`src/rtl/seven_segment_to_text_core_macros.svh`:
```
// Assertion macros shared by the RTL of the seven-segment to text core.
`ifndef SEVEN_SEGMENT_TO_TEXT_CORE_MACROS_SVH
`define SEVEN_SEGMENT_TO_TEXT_CORE_MACROS_SVH

// Checked at every clock edge outside reset.
`define SSTT_ASSERT(label, clk, rst, prop, msg) \
   label: assert property (@(posedge clk) disable iff (rst) prop) else $error(msg);

// Checked at every clock edge, reset included.
`define SSTT_ASSERT_ALWAYS(label, clk, prop, msg) \
   label: assert property (@(posedge clk) prop) else $error(msg);

`endif

```
`src/rtl/sstt_pkg.sv`:
```
// Types, constants and lookup functions of the seven-segment to text core.
package sstt_pkg;

   localparam int DIGIT_COUNT = 11;

   localparam logic [3:0] ANN_FIRST_POS = 4'd2;
   localparam logic [3:0] ANN_LAST_POS  = 4'd10;
   localparam logic [3:0] POS_MAX       = 4'd15;

   localparam int SLOT_COUNT = 14;
   localparam int FLAG_COUNT = 9;

   typedef logic [3:0]            slot_idx_type;
   typedef logic [SLOT_COUNT-1:0] slot_mask_type;
   typedef logic [FLAG_COUNT-1:0] flag_vec_type;
   typedef logic [7:0]            char_type;

   // Fixed places of the result characters of one item, in emission order.
   localparam slot_idx_type SLOT_GLYPH  = 4'd0;
   localparam slot_idx_type SLOT_MARK   = 4'd1;
   localparam slot_idx_type SLOT_SEP    = 4'd2;
   localparam slot_idx_type SLOT_LOWBAT = 4'd3;
   localparam slot_idx_type SLOT_FLAG0  = 4'd4;
   localparam slot_idx_type SLOT_TERM   = 4'd13;

   localparam char_type CHAR_SEP    = 8'h5F;
   localparam char_type CHAR_LOWBAT = 8'h4C;
   localparam char_type CHAR_COMMA  = 8'h2C;
   localparam char_type CHAR_POINT  = 8'h2E;
   localparam char_type CHAR_TERM   = 8'h00;

   typedef struct packed {
      logic     hit;
      char_type ch;
   } glyph_type;

   function automatic glyph_type seg_to_glyph(input logic [6:0] seg);
      glyph_type g;
      g.hit = 1'b1;
      unique case (seg)
         7'h40:   g.ch = 8'h2D;
         7'h3F:   g.ch = 8'h30;
         7'h06:   g.ch = 8'h31;
         7'h5B:   g.ch = 8'h32;
         7'h4F:   g.ch = 8'h33;
         7'h66:   g.ch = 8'h34;
         7'h6D:   g.ch = 8'h35;
         7'h7D:   g.ch = 8'h36;
         7'h07:   g.ch = 8'h37;
         7'h7F:   g.ch = 8'h38;
         7'h6F:   g.ch = 8'h39;
         7'h73:   g.ch = 8'h50;
         7'h79:   g.ch = 8'h45;
         7'h02:   g.ch = 8'h69;
         7'h23:   g.ch = 8'h6E;
         7'h5C:   g.ch = 8'h4F;
         7'h50:   g.ch = 8'h52;
         7'h21:   g.ch = 8'h72;
         7'h62:   g.ch = 8'h75;
         7'h7C:   g.ch = 8'h62;
         7'h5E:   g.ch = 8'h64;
         7'h74:   g.ch = 8'h68;
         7'h77:   g.ch = 8'h41;
         7'h39:   g.ch = 8'h43;
         7'h71:   g.ch = 8'h46;
         7'h00:   g.ch = 8'h20;
         default: begin
            g.hit = 1'b0;
            g.ch  = CHAR_TERM;
         end
      endcase
      return g;
   endfunction

   // Annunciator letters U f g B G R D C P, by flag index.
   function automatic char_type flag_letter(input slot_idx_type idx);
      char_type ch;
      unique case (idx)
         4'd0:    ch = 8'h55;
         4'd1:    ch = 8'h66;
         4'd2:    ch = 8'h67;
         4'd3:    ch = 8'h42;
         4'd4:    ch = 8'h47;
         4'd5:    ch = 8'h52;
         4'd6:    ch = 8'h44;
         4'd7:    ch = 8'h43;
         4'd8:    ch = 8'h50;
         default: ch = CHAR_TERM;
      endcase
      return ch;
   endfunction

endpackage

```
`src/rtl/sstt_req_if.sv`:
```
// Input channel of the seven-segment to text core: one display digit word per item.
interface sstt_req_if;
   logic        valid;
   logic        ready;
   logic [15:0] segments;
   logic        final_digit;

   modport source (output valid, segments, final_digit, input ready);
   modport sink   (input valid, segments, final_digit, output ready);
endinterface

```
`src/rtl/sstt_rsp_if.sv`:
```
// Result channel of the seven-segment to text core: one text character per item.
interface sstt_rsp_if;
   logic       valid;
   logic       ready;
   logic [7:0] character;
   logic       end_of_text;

   modport source (output valid, character, end_of_text, input ready);
   modport sink   (input valid, character, end_of_text, output ready);
endinterface

```
`src/rtl/seven_segment_to_text_core.sv`:
```
// Top level of the seven-segment to text core: digit words in, text characters out.
//
//   channel  direction  payload                        handshake
//   req_if   in         segments[15:0], final_digit    valid / ready
//   rsp_if   out        character[7:0], end_of_text    valid / ready
//   csr      in         csr_wdata (low battery)        csr_we, no wait
//
// An input item is decoded in the cycle it is accepted into a pending slot register that
// holds every character it causes: up to two for a digit, up to fourteen at the end of a
// frame. One character leaves per cycle while rsp_if is ready, so an item stays pending
// until every result it causes is taken; the single result port sets this pace.
// The next item is accepted in the same cycle that the last pending character is taken.
// Reset is synchronous and clears the slots, the digit position, the flags and low battery.
// A stall on rsp_if holds the pending character and back-pressures req_if.
`include "seven_segment_to_text_core_macros.svh"

module seven_segment_to_text_core (
   input  logic       clock,
   input  logic       reset,
   input  logic       csr_we,
   input  logic       csr_wdata,
   sstt_req_if.sink   req_if,
   sstt_rsp_if.source rsp_if
);
   import sstt_pkg::*;

   // Control state.
   slot_mask_type mask_ff, mask_in;
   logic [3:0]    pos_ff, pos_in;
   flag_vec_type  flags_ff, flags_in;
   logic          low_battery_ff;

   // Payload of the two digit slots; the other slots hold fixed characters.
   char_type      glyph_ff, glyph_in;
   char_type      mark_ff, mark_in;

   logic          req_take;
   logic          rsp_take;
   slot_idx_type  head_idx;
   slot_mask_type mask_rest;
   slot_mask_type mask_new;
   glyph_type     glyph;
   logic          ann_hit;
   flag_vec_type  flags_next;

   // The lowest pending slot is the next character out.
   always_comb begin
      head_idx = SLOT_TERM;
      for (int i = SLOT_COUNT - 1; i >= 0; i--) begin
         if (mask_ff[i]) begin
            head_idx = slot_idx_type'(i);
         end
      end
   end

   assign mask_rest = mask_ff & (mask_ff - slot_mask_type'(1));

   assign rsp_if.valid       = |mask_ff;
   assign rsp_if.end_of_text = (head_idx == SLOT_TERM);
   assign rsp_take           = rsp_if.valid && rsp_if.ready;

   always_comb begin
      case (head_idx)
         SLOT_GLYPH:  rsp_if.character = glyph_ff;
         SLOT_MARK:   rsp_if.character = mark_ff;
         SLOT_SEP:    rsp_if.character = CHAR_SEP;
         SLOT_LOWBAT: rsp_if.character = CHAR_LOWBAT;
         SLOT_TERM:   rsp_if.character = CHAR_TERM;
         default:     rsp_if.character = flag_letter(head_idx - SLOT_FLAG0);
      endcase
   end

   // Ready when nothing is pending, or when the last pending character goes out now.
   assign req_if.ready = (mask_ff == '0) || (rsp_take && (mask_rest == '0));
   assign req_take     = req_if.valid && req_if.ready;

   // Decode of the incoming digit word.
   always_comb begin
      glyph = seg_to_glyph(req_if.segments[6:0]);

      // Annunciator bits count only at positions 2 through 10 of the display.
      ann_hit = (|req_if.segments[15:9]) && (pos_ff >= ANN_FIRST_POS) &&
                (pos_ff <= ANN_LAST_POS) && (int'(pos_ff) < DIGIT_COUNT);
      flags_next = flags_ff;
      if (ann_hit) begin
         flags_next = flags_ff | (flag_vec_type'(1) << (pos_ff - ANN_FIRST_POS));
      end

      mask_new              = '0;
      mask_new[SLOT_GLYPH]  = glyph.hit;
      mask_new[SLOT_MARK]   = req_if.segments[8] || req_if.segments[7];
      glyph_in              = glyph.ch;
      // The comma wins over the point when both are lit.
      mark_in               = req_if.segments[8] ? CHAR_COMMA : CHAR_POINT;

      if (req_if.final_digit) begin
         mask_new[SLOT_SEP]    = 1'b1;
         mask_new[SLOT_LOWBAT] = low_battery_ff;
         mask_new[SLOT_TERM-1:SLOT_FLAG0] = flags_next;
         mask_new[SLOT_TERM]   = 1'b1;
         pos_in   = '0;
         flags_in = '0;
      end else begin
         pos_in   = (pos_ff == POS_MAX) ? POS_MAX : pos_ff + 4'd1;
         flags_in = flags_next;
      end

      if (req_take) begin
         mask_in = mask_new;
      end else if (rsp_take) begin
         mask_in = mask_rest;
      end else begin
         mask_in = mask_ff;
      end
   end

   always_ff @(posedge clock) begin
      if (reset) begin
         mask_ff        <= '0;
         pos_ff         <= '0;
         flags_ff       <= '0;
         low_battery_ff <= 1'b0;
      end else begin
         mask_ff <= mask_in;
         if (req_take) begin
            pos_ff   <= pos_in;
            flags_ff <= flags_in;
         end
         if (csr_we) begin
            low_battery_ff <= csr_wdata;
         end
      end
   end

   always_ff @(posedge clock) begin
      if (req_take) begin
         glyph_ff <= glyph_in;
         mark_ff  <= mark_in;
      end
   end

   // A new item is never taken while more than one character of the last is pending.
   `SSTT_ASSERT(a_no_overrun, clock, reset, ($countones(mask_ff) > 1) |-> !req_if.ready, "item accepted over pending results")

   // The end of a frame restarts the position and clears the collected flags.
   `SSTT_ASSERT(a_frame_restart, clock, reset, (req_take && req_if.final_digit) |=> ((pos_ff == 4'd0) && (flags_ff == '0)), "frame end did not restart position and flags")

   // The terminator always carries the zero character.
   `SSTT_ASSERT(a_term_zero, clock, reset, (rsp_if.valid && rsp_if.end_of_text) |-> (rsp_if.character == CHAR_TERM), "terminator with nonzero character")

   // Without an accepted item no new pending slot appears.
   `SSTT_ASSERT(a_no_new_slots, clock, reset, !req_take |=> ((mask_ff & ~$past(mask_ff)) == '0), "pending slot appeared without an item")

   // Reset leaves nothing pending.
   `SSTT_ASSERT_ALWAYS(a_reset_empty, clock, reset |=> (mask_ff == '0), "results pending after reset")

endmodule
```
`src/flat_wrapper.sv`:
```
// flat-port wrapper written by rule: the top's interface ports become plain ports
module seven_segment_to_text_core_flat import sstt_pkg::*;
  (clock, reset, csr_we, csr_wdata, req_if_valid, req_if_segments, req_if_final_digit, req_if_ready, rsp_if_valid, rsp_if_character, rsp_if_end_of_text, rsp_if_ready);
  sstt_req_if req_if_i ();
  sstt_rsp_if rsp_if_i ();
  input  logic clock;
  input  logic reset;
  input  logic csr_we;
  input  logic csr_wdata;
  input wire logic [$bits(req_if_i.valid)-1:0] req_if_valid;
  input wire logic [$bits(req_if_i.segments)-1:0] req_if_segments;
  input wire logic [$bits(req_if_i.final_digit)-1:0] req_if_final_digit;
  output wire logic [$bits(req_if_i.ready)-1:0] req_if_ready;
  output wire logic [$bits(rsp_if_i.valid)-1:0] rsp_if_valid;
  output wire logic [$bits(rsp_if_i.character)-1:0] rsp_if_character;
  output wire logic [$bits(rsp_if_i.end_of_text)-1:0] rsp_if_end_of_text;
  input wire logic [$bits(rsp_if_i.ready)-1:0] rsp_if_ready;
  assign req_if_i.valid = req_if_valid;
  assign req_if_i.segments = req_if_segments;
  assign req_if_i.final_digit = req_if_final_digit;
  assign req_if_ready = req_if_i.ready;
  assign rsp_if_valid = rsp_if_i.valid;
  assign rsp_if_character = rsp_if_i.character;
  assign rsp_if_end_of_text = rsp_if_i.end_of_text;
  assign rsp_if_i.ready = rsp_if_ready;
  seven_segment_to_text_core u_core (.clock(clock), .reset(reset), .csr_we(csr_we), .csr_wdata(csr_wdata), .req_if(req_if_i), .rsp_if(rsp_if_i));
endmodule
```
`config.mk`:
```
export PLATFORM = sky130hd
export DESIGN_NAME = seven_segment_to_text_core_flat
export DESIGN_NICKNAME = d
export VERILOG_FILES = /design/src/rtl/sstt_pkg.sv /design/src/rtl/sstt_req_if.sv /design/src/rtl/sstt_rsp_if.sv /design/src/rtl/seven_segment_to_text_core.sv /design/src/flat_wrapper.sv
export VERILOG_INCLUDE_DIRS = /design/src /design/src/rtl
export SDC_FILE = /design/constraint.sdc
export NUM_CORES = 1
export LEC_CHECK = 0
export ABC_AREA = 1
export BUFFER_PORTS_ARGS = -buffer_cell sky130_fd_sc_hd__clkbuf_2
export CAP_MARGIN = 5
export CORE_ASPECT_RATIO = 1.75
export CORE_MARGIN = 1.5
export CORE_UTILIZATION = 51
export DETAILED_ROUTE_END_ITERATION = 10
export PLACE_DENSITY = 0.71
export RECOVER_POWER = 100
export SLEW_MARGIN = 20
export SYNTH_ARGS = -nofsm -noshare
export SYNTH_HDL_FRONTEND = slang
export SYNTH_SLANG_ARGS = --single-unit
```
`constraint.sdc`:
```
create_clock -name clock -period 7.3 [get_ports clock]
set_clock_uncertainty 0.1 [all_clocks]
set_input_delay 0.73 -clock clock [delete_from_list [all_inputs] [get_ports clock]]
set_output_delay 0.73 -clock clock [all_outputs]
set_load 0.01 [all_outputs]
```
==> results.py, run 1 <==
metrics = {
    "drt": {
        "postRouteAntennaNets": 0,
        "drtIter0Drc": 157,
        "route.vias.total": 3148,
        "vias_per_cell": 5.24,
        "drt_wl_total_um": 7430,
        "drc": 0,
        "wl_per_cell_um": 12.4,
        "first_pass_iters": 4,
    },
    "die": {
        "start_util_pct": 52.2,
        "pin_count": 34,
        "core_mm2": 0.00583,
        "design.die.area_mm2": 0.00646,
        "die_w_um": 61.4,
        "placementRows": 37,
        "die_y_um": 105,
    },
    "layout": {
        "area_growth_pct": 6.49,
        "fin_util_pct": 55.6,
        "diodes": 0,
        "fill_cells": 660,
        "nets": 558,
        "drive_gt1_share_pct": 8.22,
    },
    "cts": {
        "clk_latency_ps": 280,
        "numClockSinks": 36,
        "postCtsSetupRepairBufs": 0,
        "max-clock-path-buffers": 2,
        "cts-root-buf": "clkbuf_8",
        "cts_tree": "built",
        "cts_htree_levels": 2,
        "cts.repair.resized": 0,
        "cts.clk_slew.worst_paths_ps": 80,
        "numCtsBuffers": 5,
        "cts-hold-fix-buffers": 0,
    },
    "yosys": {
        "synthArstFlopShare_pct": 0,
        "ys_ff_latch": 36,
        "synth_nets": 531,
        "ys_seq_area_share_pct": 26.3,
        "synthCells": 495,
        "synthesis.area_mm2": 0.00305,
        "synth.avg_cell_area_um2": 6.15,
        "post_synth_num_cell_types": 34,
        "synthFlopType": "dfxtp_1",
        "synth_edf_count": 8,
        "ys_warn_count": 0,
    },
    "critical_path": {
        "path_buf_inv": 3,
        "crit_arrival_ps": 3350,
        "cp_top_family": "simple AND/OR/NAND/NOR gates",
        "cp_slowest_stage_delay_ps": 470,
        "critPathKind": "register to output pin",
        "start_kind": "register",
        "ff2ff_setup_slack_ps": 3980,
        "crit_end": "rsp_if_character[5]",
        "critPathMaxFanout": 6,
        "crit_required_ps": 6470,
        "crit_chain": "nor2_1 > nand2_4 > nor2_1 > inv_1 > ha_1 > nand2_1 > nand2_1 > nor2_1 > inv_1 > nor3_1 > nand2_1 > o311ai_0 > clkbuf_1",
        "critPathSlowestCell": "nor2_1",
        "timing.rr.start": "u_core.mask_ff[0]",
        "worstRegToRegCells": 9,
        "crit_path_start": "u_core.mask_ff[0]",
        "endpoint_kind": "output pin",
        "critical_path_depth": 13,
        "rr_endpoint": "u_core.glyph_ff[1]",
    },
    "timing": {
        "hold_viol": 0,
        "post-route-period-util_pct": 57.3,
        "slew_violations": 0,
        "fmax_mhz": 239,
        "setup_viol": 0,
        "finalWorstSetupSlack_ps": 3120,
        "rsz0062_at_grt": "no",
        "relSlewSlack_pct": 17.3,
        "fin_crit_ps": 4180,
        "finalSetupTns_ps": 0,
        "worstMarginPinSlew_ps": 1240,
    },
    "placed_design": {
        "preCtsSetupSlack_ps": 3420,
        "place_hpwl_um": 6050,
        "io_buffers": 32,
        "routabilityCongestion": 0.942,
    },
    "global_routing": {
        "grt_util_all_layers_pct": 23.9,
        "antenna_found_initial": 0,
        "grt.overflow.total": 0,
        "grt_first_pass_wirelength_um": 12100,
        "grt_max_degree": 24,
        "grt_pass1_vias": 2925,
    },
    "run_status": {
        "outcome": "complete, no violations",
    },
    "power": {
        "ir_worst_vdd_uv": 284,
        "leakagePower_nw": 1.65,
        "power_density_mw_per_mm2": 544,
    },
    "worst_hold_path": {
        "hp-class": "register to register",
    },
    "job": {
        "drv_cap": 0,
    },
}
==> layout by cell type, fill, tap and decap left out, drive strengths merged, types with 2 or more instances in the layout <==
cell type	Yosys	routed
inv	83	83
nor4	4	4
nand3	35	35
ha	13	13
dfxtp	28	28
a21oi	38	38
edfxtp	8	8
a31oi	2	2
or2	3	3
nor2	62	62
o2111ai	2	2
nand4	22	22
nand2	138	138
nor3	15	15
clkbuf	4	39
o21ai	24	24
==> layer usage <==
layer / GRT usage, % / routed length [um] / vias to the layer above
li1: - / - / 1646
met1: 27.8 / 3050 / 1410
met2: 42.6 / 3980 / 71
met3: 2.21 / 181 / 21
met4: 9.57 / 214 / 0
met5: 0 / 0 / -
==> worst min-delay path by stage <==
stage,startpoint,endpoint,cells after the start
2_1_floorplan,u_core.flags_ff[0],u_core.flags_ff[0],2
3_3_place_gp,u_core.flags_ff[0],u_core.flags_ff[0],2
3_5_place_dp,u_core.flags_ff[8],u_core.flags_ff[8],2
4_1_cts,u_core.flags_ff[8],u_core.flags_ff[8],2
5_1_grt,u_core.flags_ff[8],u_core.flags_ff[8],2
6_report,u_core.flags_ff[8],u_core.flags_ff[8],2
==> tightest hold or removal path, cell delays in order, from the launching register on <==
cell     delay [ps]
dfxtp_1         300
inv_1            50
a21oi_1          60
==> Yosys cell counts, types with 3 or more instances <==
cell type | count | area share, %
nor2_1 | 53 | 6.5
nor2_2 | 4 | 0.82
nand2_1 | 128 | 16
buf_2 | 5 | 0.82
nor2_4 | 4 | 1.5
edfxtp_1 | 8 | 7.9
nand2_4 | 3 | 1.1
nand2_2 | 7 | 1.4
a21oi_1 | 37 | 6.1
ha_1 | 13 | 5.3
nand4_1 | 21 | 4.3
clkbuf_1 | 4 | 0.49
nand3_1 | 35 | 5.8
nor4_1 | 4 | 0.82
dfxtp_1 | 28 | 18
o21ai_0 | 23 | 3.8
inv_1 | 83 | 10
nor3_1 | 15 | 2.5
==> through the flow <==
step           power, mW  cell area [um^2]  hold WS [ps]  cells
4_1_cts             1.88              3320           353    601
3_5_place_dp        1.72              3230           341    593
3_3_place_gp        1.73              3230           338    593
5_1_grt             1.96              3240           381    601
2_1_floorplan       1.39              3050           330    495
6_report            1.76              3240           354    601
==> sequential cells by signal, indices dropped and copies added, names as in the netlist <==
name	flops
u_core.pos_ff	4
u_core.glyph_ff	7
u_core.mask_ff	14
u_core.flags_ff	9
u_core.low_battery_ff	1
u_core.mark_ff	1
==> final cells by class <==
class | count | area, um^2 | share of cell area [%]
tap | 78 | 97.6 | 3.01
inverter | 83 | 312 | 9.61
clock buffer | 7 | 86.3 | 2.66
timing repair buffer | 32 | 144 | 4.44
sequential | 36 | 801 | 24.7
clock inverter | 1 | 7.51 | 0.231
multi-input combinational | 364 | 1800 | 55.4
==> report_power, final <==
part / internal [mW] / switching (mW) / leakage (nW)
sequential: 0.272 / 0.0511 / 0.304
clock: 0.0767 / 0.0686 / 0.0445
combinational: 0.415 / 0.880 / 1.30
==> kinds of logic after synthesis <==
logic type	Yosys count	synth area share [%]
flops	36	26.3
simple gates	280	42.7
xor+xnor	2	0.575
fa+ha+maj	13	5.34
other cells	1	0.123
compound gates	68	12.2
buf+inv	95	12.8
Power figures use the tool's default switching activity.
==> inputs of run 2 (changes only) <==
Clock period 7.3 ns to 4.2 ns, I/O delays scaled along.
==> results.py, run 2 (synthesis gave the netlist of run 1 again) <==
metrics = {
    "cts": {
        "postCtsSetupRepairBufs": 0,
        "numClockSinks": 36,
        "cts_tree": "built",
        "cts-root-buf": "clkbuf_8",
        "cts.clk_slew.worst_paths_ps": 80,
        "max-clock-path-buffers": 2,
        "numCtsBuffers": 5,
        "clk_latency_ps": 290,
        "cts_htree_levels": 2,
    },
    "critical_path": {
        "cp_slowest_stage_delay_ps": 420,
        "start_kind": "register",
        "critPathMaxFanout": 6,
        "timing.rr.start": "u_core.mask_ff[0]",
        "crit_chain": "nor2_1 > nand2_4 > nor2_1 > inv_1 > ha_1 > nand2_1 > nand2_1 > nor2_1 > inv_1 > nor3_2 > nand2_1 > o311ai_0 > clkbuf_1",
        "crit_arrival_ps": 3300,
        "crit_required_ps": 3680,
        "endpoint_kind": "output pin",
        "ff2ff_setup_slack_ps": 1150,
        "critPathKind": "register to output pin",
        "critPathSlowestCell": "nor2_1",
        "worstRegToRegCells": 7,
        "rr_endpoint": "u_core.glyph_ff[5]",
    },
    "layout": {
        "regArea_um2": 801,
        "reg_top3": "u_core.mask_ff x14, u_core.flags_ff x9, u_core.glyph_ff x7",
        "fill_cells": 655,
        "largest-register": "u_core.mask_ff",
        "final_cell_mix": "nand2_1, inv_1, nor2_1",
        "largest_reg_flops": 14,
        "instances_no_fill": 601,
        "diodes": 0,
        "drive_gt1_share_pct": 9.37,
        "multi_input_area_mm2": 0.00181,
        "area_growth_pct": 6.90,
        "layout_commonest_cell": "nand2_1",
        "nets": 558,
    },
    "global_routing": {
        "grt_max_degree": 24,
        "antenna_found_initial": 0,
        "grt_first_pass_wirelength_um": 12600,
        "grt_util_all_layers_pct": 24.9,
        "grt.overflow.total": 0,
        "grt_pass1_vias": 2972,
    },
    "job": {
        "drv_cap": 0,
    },
    "drt": {
        "vias_per_cell": 5.25,
        "wl_per_cell_um": 12.7,
        "route.vias.total": 3158,
        "first_pass_iters": 4,
        "drt_wl_total_um": 7620,
        "drc": 0,
        "postRouteAntennaNets": 0,
        "drtIter0Drc": 176,
    },
    "worst_hold_path": {
        "hold_path_end": "u_core.low_battery_ff",
        "min_from": "csr_we",
        "holdPathStages": 2,
        "hp-class": "primary input to register",
    },
    "placed_design": {
        "routabilityCongestion": 0.942,
        "place_hpwl_um": 6100,
        "io_buffers": 32,
        "dp_cells": 593,
    },
    "die": {
        "die_w_um": 61.4,
        "placementRows": 37,
        "pin_count": 34,
        "core_mm2": 0.00583,
        "start_util_pct": 52.2,
        "die_y_um": 105,
        "design.die.area_mm2": 0.00646,
    },
    "timing": {
        "setup_viol": 0,
        "hold_viol": 0,
        "rsz0062_at_grt": "no",
        "post-route-period-util_pct": 90.8,
        "worstMarginPinSlew_ps": 1210,
        "relSlewSlack_pct": 19.5,
        "fmax_mhz": 262,
        "fin_crit_ps": 3820,
        "finalSetupTns_ps": 0,
        "slew_violations": 0,
    },
    "power": {
        "leakagePower_nw": 1.66,
        "power_density_mw_per_mm2": 961,
        "ir_worst_vdd_uv": 517,
        "total_power_mw": 3.13,
    },
    "run_status": {
        "outcome": "complete, no violations",
    },
}
==> run 2: repair_timing <==
| item | CTS | global route |
|---|---|---|
| setup endpoints to repair | 0 | 1 |
| resized for setup | 0 | 1 |
| hold buffers | 0 | 0 |
==> run 2: worst max path at each step <==
stage	cells past startpoint	slack [ps]	endpoint	start
4_1_cts	14	320	rsp_if_character[5]	u_core.mask_ff[10]
3_5_place_dp	14	640	rsp_if_character[5]	u_core.mask_ff[10]
6_report	13	380	rsp_if_character[5]	u_core.mask_ff[0]
2_1_floorplan	13	1000	rsp_if_character[5]	u_core.mask_ff[10]
3_3_place_gp	14	690	rsp_if_character[5]	u_core.mask_ff[10]
5_1_grt	13	120	rsp_if_character[5]	u_core.mask_ff[0]
==> run 2: final cells by class <==
| cell class | instances | area share (%) |
|---|---|---|
| inverter | 83 | 9.57 |
| multi-input combinational | 364 | 55.6 |
| clock buffer | 5 | 2.11 |
| sequential | 36 | 24.6 |
| clock inverter | 3 | 0.576 |
| tap | 78 | 3.00 |
| timing repair buffer | 32 | 4.50 |
==> run 2: where the power goes <==
part | switching (mW) | internal, mW | leakage (nW)
clock | 0.133 | 0.116 | 0.0479
sequential | 0.0913 | 0.472 | 0.304
combinational | 1.56 | 0.755 | 1.31
total | 1.79 | 1.34 | 1.66
==> run 2: through the flow <==
step / worst slack [ps] / hold slack (ps) / utilization (%) / instance area (um^2)
global placement: 691 / 338 / 55.3 / 3230
detailed placement: 639 / 341 / 55.3 / 3230
global route: 120 / 221 / 55.8 / 3260
finish: 385 / 209 / 55.8 / 3260
floorplan: 998 / 330 / - / 3050
CTS: 325 / 205 / 56.8 / 3310
==> run 2: critical path, delay by kind of cell (launching register included) <==
family                   cells  cell delay (ps)
AND/OR/NAND/NOR              8             1540
flip-flops                   1              360
buffers and inverters        3              450
adder cells (fa/ha/maj)      1              270
AO/OA/AOI/OAI                1              370
==> run 2: metal layers <==
metal	part of all wire (%)	vias to the layer above	GRT usage (%)
li1	-	1643	-
met1	41	1424	28.9
met2	53	70	43.5
met3	2.9	21	3.19
met4	2.9	0	10.6
met5	0	-	0
